[src/design/psd_pkg.sv]
// ----------------------------------------------------------------------------
// psd_pkg
// Shared types, constants and helpers of the purchase set dissimilarity unit.
// ----------------------------------------------------------------------------
package psd_pkg;

    localparam int unsigned CUST_W  = 6;
    localparam int unsigned ROW_W   = 64;
    localparam int unsigned CNT_W   = 7;
    localparam int unsigned QDEPTH  = 2;
    localparam int unsigned QPTR_W  = 1;
    localparam int unsigned RECIP_W = 25;

    localparam logic [16:0] ONE_FIXED = 17'd65536;

    localparam logic KIND_LOAD  = 1'b0;
    localparam logic KIND_QUERY = 1'b1;

    typedef struct packed {
        logic              kind;
        logic [CUST_W-1:0] customer;
        logic [ROW_W-1:0]  bits;
    } t_item;

    typedef struct packed {
        logic             vld;
        logic [CNT_W-1:0] inter;
        logic [CNT_W-1:0] own;
        logic             empty;
        logic [3:0]       tgt;
        logic             last;
    } t_div_in;

    typedef struct packed {
        logic        vld;
        logic [3:0]  tgt;
        logic [16:0] dis;
        logic        empty;
        logic        last;
    } t_result;

    function automatic logic [CNT_W-1:0] pop64(input logic [ROW_W-1:0] v);
        logic [CNT_W-1:0] sum;
        sum = '0;
        for (int i = 0; i < ROW_W; i++) begin
            sum = sum + CNT_W'(v[i]);
        end
        return sum;
    endfunction

endpackage

[src/design/psd_queue.sv]
// ----------------------------------------------------------------------------
// psd_queue
// Two-entry first-in first-out queue of classified items between front and back.
// ----------------------------------------------------------------------------
module psd_queue
    import psd_pkg::*;
(
    input  logic  i_clk,
    input  logic  i_rst_n,
    input  logic  i_push,
    input  t_item i_item,
    input  logic  i_pop,
    output t_item o_head,
    output logic  o_empty,
    output logic  o_full
);

    t_item                 r_buf [QDEPTH];
    logic [QPTR_W-1:0]     r_wr_ptr;
    logic [QPTR_W-1:0]     r_rd_ptr;
    logic [QPTR_W:0]       r_count;

    assign o_head  = r_buf[r_rd_ptr];
    assign o_empty = (r_count == '0);
    assign o_full  = (r_count == (QPTR_W+1)'(QDEPTH));

    always_ff @(posedge i_clk) begin
        if (i_push) begin
            r_buf[r_wr_ptr] <= i_item;
        end
    end

    always_ff @(posedge i_clk) begin
        if (!i_rst_n) begin
            r_wr_ptr <= '0;
            r_rd_ptr <= '0;
            r_count  <= '0;
        end else begin
            if (i_push) begin
                r_wr_ptr <= r_wr_ptr + 1'b1;
            end
            if (i_pop) begin
                r_rd_ptr <= r_rd_ptr + 1'b1;
            end
            if (i_push && !i_pop) begin
                r_count <= r_count + 1'b1;
            end else if (!i_push && i_pop) begin
                r_count <= r_count - 1'b1;
            end
        end
    end

endmodule

[src/design/psd_front.sv]
// ----------------------------------------------------------------------------
// psd_front
// Accepts transactions, drops out-of-range customers and masks product bits.
// ----------------------------------------------------------------------------
module psd_front
    import psd_pkg::*;
#(
    parameter int CUSTOMERS = 16,
    parameter int PRODUCTS  = 64
) (
    input  logic        start,
    input  logic        i_kind,
    input  logic [3:0]  i_customer,
    input  logic [63:0] i_purchase_bits,
    input  logic        i_q_full,
    output logic        busy,
    output logic        o_push,
    output t_item       o_item
);

    localparam logic [ROW_W-1:0] PMASK = (ROW_W'(1) << PRODUCTS) - ROW_W'(1);

    logic accept;
    logic in_range;

    assign busy     = i_q_full;
    assign accept   = start && !i_q_full;
    assign in_range = (32'(i_customer) < CUSTOMERS);
    assign o_push   = accept && in_range;

    always_comb begin
        o_item.kind     = i_kind;
        o_item.customer = CUST_W'(i_customer);
        o_item.bits     = (i_kind == KIND_LOAD) ? (i_purchase_bits & PMASK) : '0;
    end

endmodule

[src/design/psd_div.sv]
// ----------------------------------------------------------------------------
// psd_div
// Three-stage divider: 65536 minus overlap times 65536 over own count by reciprocal table.
// ----------------------------------------------------------------------------
module psd_div
    import psd_pkg::*;
(
    input  logic    i_clk,
    input  logic    i_rst_n,
    input  t_div_in i_op,
    output t_result o_res
);

    logic [RECIP_W-1:0] recip_tab [0:ROW_W];

    assign recip_tab[0] = '0;
    for (genvar g = 1; g <= ROW_W; g++) begin : g_recip
        localparam logic [RECIP_W-1:0] RECIP = RECIP_W'((64'd1 << 24) / g);
        assign recip_tab[g] = RECIP;
    end

    t_div_in     r_s1;
    logic [31:0] r_prod;
    t_div_in     r_s2;
    logic [16:0] r_q0;
    logic [23:0] r_mul;
    logic [16:0] q0;
    logic [23:0] rem;
    logic [16:0] quot;
    t_result     n_res;
    t_result     r_res;

    assign q0   = r_prod[24:8];
    assign rem  = 24'({r_s2.inter, 16'h0}) - r_mul;
    assign quot = r_q0 + 17'(rem >= 24'(r_s2.own));

    always_comb begin
        n_res.vld   = r_s2.vld;
        n_res.tgt   = r_s2.tgt;
        n_res.empty = r_s2.empty;
        n_res.last  = r_s2.last;
        n_res.dis   = r_s2.empty ? 17'd0 : (ONE_FIXED - quot);
    end

    always_ff @(posedge i_clk) begin
        r_prod <= 32'(i_op.inter) * 32'(recip_tab[i_op.own]);
        r_q0   <= q0;
        r_mul  <= 24'(q0) * 24'(r_s1.own);
    end

    always_ff @(posedge i_clk) begin
        if (!i_rst_n) begin
            r_s1 <= '0;
            r_s2 <= '0;
            r_res <= '0;
        end else begin
            r_s1  <= i_op;
            r_s2  <= r_s1;
            r_res <= n_res;
        end
    end

    assign o_res = r_res;

endmodule

[src/design/psd_back.sv]
// ----------------------------------------------------------------------------
// psd_back
// Row store and query sequencer: loads rows, reads the queried row, then
// streams one compared row per cycle into the overlap count and divider.
// ----------------------------------------------------------------------------
module psd_back
    import psd_pkg::*;
#(
    parameter int CUSTOMERS = 16,
    parameter int PRODUCTS  = 64
) (
    input  logic       i_clk,
    input  logic       i_rst_n,
    input  logic [4:0] i_active,
    input  t_item      i_head,
    input  logic       i_q_empty,
    output logic       o_pop,
    output t_div_in    o_op
);

    localparam int AW = $clog2(CUSTOMERS);
    localparam int JW = $clog2(CUSTOMERS + 1);

    typedef enum logic [3:0] {
        S_IDLE = 4'b0001,
        S_ROW  = 4'b0010,
        S_OWN  = 4'b0100,
        S_RUN  = 4'b1000
    } t_state;

    t_state                r_state;
    t_state                n_state;
    logic [PRODUCTS-1:0]   r_mem [CUSTOMERS];
    logic [CUSTOMERS-1:0]  r_row_vld;
    logic [PRODUCTS-1:0]   r_rd_data;
    logic                  r_rd_vld;
    logic [AW-1:0]         r_cust;
    logic [AW-1:0]         rd_addr;
    logic                  wr_en;
    logic [ROW_W-1:0]      rd_row;
    logic [ROW_W-1:0]      r_row_i;
    logic [CNT_W-1:0]      r_own;
    logic [CNT_W-1:0]      own;
    logic [JW-1:0]         r_j;
    logic [JW-1:0]         r_cnt;
    logic [JW-1:0]         cnt;
    logic [7:0]            act8;
    logic                  issue_last;
    logic                  r_a_vld;
    logic [3:0]            r_a_tgt;
    logic                  r_a_last;
    t_div_in               r_b;

    assign o_pop   = (r_state == S_IDLE) && !i_q_empty;
    assign wr_en   = o_pop && (i_head.kind == KIND_LOAD);
    assign rd_addr = (r_state == S_ROW) ? r_cust : r_j[AW-1:0];
    assign rd_row  = r_rd_vld ? ROW_W'(r_rd_data) : '0;
    assign own     = pop64(rd_row);
    assign act8    = 8'(i_active);
    assign cnt     = (act8 > 8'(CUSTOMERS)) ? JW'(CUSTOMERS) : JW'(act8);
    assign issue_last = (r_j == JW'(r_cnt - 1'b1));

    always_comb begin
        n_state = r_state;
        case (r_state)
            S_IDLE: begin
                if (o_pop && (i_head.kind == KIND_QUERY)) begin
                    n_state = S_ROW;
                end
            end
            S_ROW: begin
                n_state = S_OWN;
            end
            S_OWN: begin
                n_state = (cnt == '0) ? S_IDLE : S_RUN;
            end
            S_RUN: begin
                if (issue_last) begin
                    n_state = S_IDLE;
                end
            end
            default: begin
                n_state = S_IDLE;
            end
        endcase
    end

    always_ff @(posedge i_clk) begin
        if (wr_en) begin
            r_mem[i_head.customer[AW-1:0]] <= PRODUCTS'(i_head.bits);
        end
        r_rd_data <= r_mem[rd_addr];
        r_rd_vld  <= r_row_vld[rd_addr];
    end

    always_ff @(posedge i_clk) begin
        if (!i_rst_n) begin
            r_state   <= S_IDLE;
            r_row_vld <= '0;
            r_a_vld   <= 1'b0;
            r_b       <= '0;
        end else begin
            r_state <= n_state;
            if (wr_en) begin
                r_row_vld[i_head.customer[AW-1:0]] <= 1'b1;
            end
            r_a_vld   <= (r_state == S_RUN);
            r_b.vld   <= r_a_vld;
            r_b.inter <= pop64(rd_row & r_row_i);
            r_b.own   <= r_own;
            r_b.empty <= (r_own == '0);
            r_b.tgt   <= r_a_tgt;
            r_b.last  <= r_a_last;
        end
    end

    always_ff @(posedge i_clk) begin
        if (o_pop) begin
            r_cust <= i_head.customer[AW-1:0];
        end
        if (r_state == S_OWN) begin
            r_row_i <= rd_row;
            r_own   <= own;
            r_cnt   <= cnt;
            r_j     <= '0;
        end else if (r_state == S_RUN) begin
            r_j <= r_j + 1'b1;
        end
        r_a_tgt    <= 4'(r_j);
        r_a_last   <= issue_last;
    end

    assign o_op = r_b;

endmodule

[src/design/purchase_set_dissimilarity_unit.sv]
// ----------------------------------------------------------------------------
// purchase_set_dissimilarity_unit
// Per-customer purchase rows with queries that report, for each active
// customer, the share of the queried customer's purchases not shared.
// ----------------------------------------------------------------------------
// A load transaction is written to the row store as it leaves the queue; a
// query reads the queried row and then one compared row per cycle, since the
// row store has a single read port. Its results pass the row read register,
// the overlap count register and the divider stages. Results come one per
// cycle and cannot be held off, so the receiver must take every strobe. The
// front end accepts while the two-entry queue has room, so up to two
// transactions can wait behind a running query.
module purchase_set_dissimilarity_unit
    import psd_pkg::*;
#(
    parameter int CUSTOMERS = 16,
    parameter int PRODUCTS  = 64
) (
    input  logic        i_clk,
    input  logic        i_rst_n,
    input  logic        i_cfg_we,
    input  logic [4:0]  i_cfg_wdata,
    input  logic        start,
    output logic        busy,
    input  logic        i_kind,
    input  logic [3:0]  i_customer,
    input  logic [63:0] i_purchase_bits,
    output logic        o_strobe,
    output logic [3:0]  o_target_customer,
    output logic [16:0] o_dissimilarity,
    output logic        o_empty_row,
    output logic        o_last
);

    logic [4:0] r_active;
    logic       push;
    logic       pop;
    logic       q_full;
    logic       q_empty;
    t_item      item;
    t_item      head;
    t_div_in    div_op;
    t_result    res;

    always_ff @(posedge i_clk) begin
        if (!i_rst_n) begin
            r_active <= 5'd16;
        end else if (i_cfg_we) begin
            r_active <= i_cfg_wdata;
        end
    end

    psd_front #(
        .CUSTOMERS(CUSTOMERS),
        .PRODUCTS (PRODUCTS)
    ) u_front (
        .start          (start),
        .i_kind         (i_kind),
        .i_customer     (i_customer),
        .i_purchase_bits(i_purchase_bits),
        .i_q_full       (q_full),
        .busy           (busy),
        .o_push         (push),
        .o_item         (item)
    );

    psd_queue u_queue (
        .i_clk  (i_clk),
        .i_rst_n(i_rst_n),
        .i_push (push),
        .i_item (item),
        .i_pop  (pop),
        .o_head (head),
        .o_empty(q_empty),
        .o_full (q_full)
    );

    psd_back #(
        .CUSTOMERS(CUSTOMERS),
        .PRODUCTS (PRODUCTS)
    ) u_back (
        .i_clk    (i_clk),
        .i_rst_n  (i_rst_n),
        .i_active (r_active),
        .i_head   (head),
        .i_q_empty(q_empty),
        .o_pop    (pop),
        .o_op     (div_op)
    );

    psd_div u_div (
        .i_clk  (i_clk),
        .i_rst_n(i_rst_n),
        .i_op   (div_op),
        .o_res  (res)
    );

    assign o_strobe          = res.vld;
    assign o_target_customer = res.tgt;
    assign o_dissimilarity   = res.dis;
    assign o_empty_row       = res.empty;
    assign o_last            = res.last;

endmodule

[config.mk]
export PLATFORM = sky130hd
export DESIGN_NAME = purchase_set_dissimilarity_unit
export DESIGN_NICKNAME = d
export VERILOG_FILES = /design/src/design/psd_pkg.sv /design/src/design/psd_queue.sv /design/src/design/psd_front.sv /design/src/design/psd_div.sv /design/src/design/psd_back.sv /design/src/design/purchase_set_dissimilarity_unit.sv
export SDC_FILE = /design/constraint.sdc
export NUM_CORES = 2
export LEC_CHECK = 0
export ABC_CLOCK_PERIOD_IN_PS = 9900
export BUFFER_PORTS_ARGS = -buffer_cell sky130_fd_sc_hd__buf_4
export CAP_MARGIN = 15
export CORE_MARGIN = 5
export CORE_UTILIZATION = 57
export DETAILED_ROUTE_END_ITERATION = 8
export GPL_TIMING_DRIVEN = 0
export PLACE_DENSITY = 0.73
export SLEW_MARGIN = 20
export SYNTH_ARGS = -nofsm -noshare
export SYNTH_HDL_FRONTEND = slang
export SYNTH_SLANG_ARGS = --single-unit
[constraint.sdc]
create_clock -name i_clk -period 9.9 [get_ports i_clk]
set_clock_uncertainty 0.05 [all_clocks]
set_input_delay 2.97 -clock i_clk [delete_from_list [all_inputs] [get_ports i_clk]]
set_output_delay 2.97 -clock i_clk [all_outputs]
set_load 0.05 [all_outputs]
==> impl_results.md <==
* Sink Count at 1493
* Pwr/cell area at 202 nW/µm²
* Synth area leader: edfxtp_1
* Max incr delay on CP at 800 ps
* P&R area growth vs syn at 13.6%
* Drt total wl at 161 mm
* Clk buf depth at 3
* Postcts setup bufs at 0
* CTS tree: built
* Final worst path period need at 8400 ps
* Setup TNS at 0 ps
* Post-synth EDFFs at 1242
* Final Max Tran Viols at 0
* WL/cell at 25.1 µm
* Peak supply drop at 0.226 mV
* Maximum fanout along the worst path at 10
* Post-synth ARST share at 0
* Arrival time worst endpoint at 9010 ps
* GPL Wtd Cong at 0.903
* Yosys cell types at 75
* Cell area after layout at 76900 µm²
* Net Count, Synth at 4934
* CORE AREA at 118000 µm²
* Slew HR at 0.237
* Synth top area share at 0.551
* Required @ worst endpoint at 10500 ps
* Dpl cells at 6125
* Share of synthesized area occupied by flip-flops and latches at 0.625
* CTS clk-pin slew, worst paths at 60 ps
* # hold bufs at CTS at 0
* Seq cells post-synth at 1493
* CP max-delay cell: o21ai_0
* Fin cells at 6405
* Routed via count at 38.3k
* Status: finished, final reports clean
* CP Capture Type: flip-flop
* H-tree depth at 4
* Vias in the first global route at 39.7k
* Hold Crit Class: reg -> reg
* First DRT Iteration DRCs at 3668
* Cts bufs inserted at 151
* Leakage at 0.0284 µW
* Full die area at 126000 µm²
* Worst slew pin tran at 1130 ps
* Final core utilization at 0.652
* # rows at 126
* FF/Latch Area at 42300 µm²
* Syn Std Cell Area at 67700 µm²
* Largest net degree at the start of global routing at 47
* Drc violations at 0
* Startpoint types: flip-flop
* ANT nets after route at 0
* Die height at 355 µm
* Worst path most repeated cell: fa_1
* Synth Warn # at 0
* Period utilization at 0.849
* Io pins at 103
* Fillcell total at 8003
* First-pass GRT wire length at 245 mm
* Detailed Routing Iterations Pass 1 at 6
* Placed instance area at 72000 µm²
* Root Buffer: clkbuf_16
* Grt ovf at 0
* Multi-input logic area at 23500 µm²
* RSZ-0062 raised after global routing: false
* Die span in x at 355 µm
* Port Buf Inserts at 100
* MaxCap Viol Count at 0
* Top cells by area, synth: edfxtp_1 (55%), mux4_2 (8.6%), fa_1 (8.2%), dfxtp_1 (7.4%), ha_1 (2.9%)
* Post-CTS resize count at 0
* Share of cells above drive strength 1 at 0.167
* Via density at 5.98
* # setup viols final at 0
* Final Hold Fails at 0
* Crit Path Category: reg -> reg
* Peak Freq at 119 MHz
* Post-synthesis cell count at 4422
* Clock latency on the worst-skew pair at 790 ps
* Post-layout nets at 5254
* Pwr Total at 15500 µW
* Antenna violations before repair at 5
* Predominant post-synthesis flop cell: edfxtp_1
* Count leader, synth: edfxtp_1
* Initial Utilization at 0.573
* Synth top cells by count: edfxtp_1 (1242), nand2_1 (393), inv_1 (358)
* Total Routing Usage GR at 0.259
* Placed wire-length estimate at 112 mm
* Mean Syn Cell Area at 15.3 µm²
critical path: cells and delay by family (launching register included):
| kind | cells | cell delay, ps |
|---|---|---|
| AO/OA/AOI/OAI | 11 | 2910 |
| adder cells (fa/ha/maj) | 6 | 2790 |
| AND/OR/NAND/NOR | 4 | 1010 |
| buffers and inverters | 3 | 880 |
| flip-flops | 1 | 480 |
| XOR/XNOR | 1 | 180 |
metal layers:
| metal | track usage | share of wire | vias to the layer above |
|---|---|---|---|
| met1 | 0.349 | 0.40 | 19700 |
| met3 | 0.0502 | 0.076 | 314 |
| met2 | 0.425 | 0.49 | 1678 |
| li1 | - | - | 16700 |
| met4 | 0.0963 | 0.040 | 2 |
| met5 | 0 | 0.00011 | - |
path summary, 6_finish.rpt:
kind	startpoint	end	slack [ps]	cells after the start
worst max-delay path	u_back.o_op[7]$_SDFF_PN0_	u_div.r_prod[24]$_DFF_P_	1500	25
worst min-delay path	u_div.n_res[19]$_SDFF_PN0_	u_div.o_res[19]$_SDFF_PN0_	340	1
worst max register to register	u_back.o_op[7]$_SDFF_PN0_	u_div.r_prod[24]$_DFF_P_	1500	25
worst min register to register	u_div.n_res[19]$_SDFF_PN0_	u_div.o_res[19]$_SDFF_PN0_	340	1
cell usage in the layout (no fill, tap or decap), drive strengths merged, types with 18 or more instances in the layout:
cell type	n
o21ai	63
buf	231
dfxtp	251
clkinv	52
a211oi	82
nor2b	94
fa	278
nand2	393
xor2	23
inv	372
ha	156
mux2	69
nand2b	19
nor2	181
mux2i	18
clkbuf	328
a21oi	90
and3	30
nor3	25
and2	301
xnor2	58
edfxtp	1242
mux4	260
a21o	21
a31oi	78
cells by family after synthesis:
kind of cell,synth area share
flops,0.625
simple gates,0.0813
buf+inv,0.0316
fa+ha+maj,0.111
compound gates,0.0399
mux,0.101
xor+xnor,0.0105
report_power, final:
part	switching, µW	total [µW]	leakage, µW	internal [µW]
clock network	2420	5590	0.00239	3170
logic	1440	2190	0.0127	755
registers	139	7760	0.0133	7620
stage by stage:
stage | hold slack (ps) | setup WS, ps
6_report | 341 | 1500
5_1_grt | 364 | 1280
4_1_cts | 333 | 1680
3_5_place_dp | 371 | 1740
3_3_place_gp | 368 | 245
2_1_floorplan | 340 | 3260
sequential cells by signal, indices dropped and copies added (netlist names), 5 cells and up, named ones only:
| register | count |
|---|---|
| r_active | 5 |
| u_back.o_op | 21 |
| u_back.r_cnt | 5 |
| u_back.r_j | 5 |
| u_back.r_mem | 1024 |
| u_back.r_own | 7 |
| u_back.r_rd_data | 64 |
| u_back.r_row_i | 64 |
| u_back.r_row_vld | 16 |
| u_div.n_res | 7 |
| u_div.o_res | 24 |
| u_div.r_mul | 24 |
| u_div.r_prod | 17 |
| u_div.r_q0 | 17 |
| u_div.r_s1 | 21 |
| u_div.r_s2 | 14 |
| u_queue.r_buf | 138 |
final cells by class:
| class | instances | area share |
|---|---|---|
| diodes | 3 | 0.0000976 |
| plain buffers | 192 | 0.0104 |
| clock buffers | 200 | 0.0533 |
| clock inverters | 77 | 0.0104 |
| inverters | 359 | 0.0175 |
| multi-input cells | 2378 | 0.305 |
| flip-flops and latches | 1493 | 0.550 |
| well taps | 1536 | 0.0250 |
| repair buffers | 167 | 0.0283 |
Power figures use the tool's default switching activity.
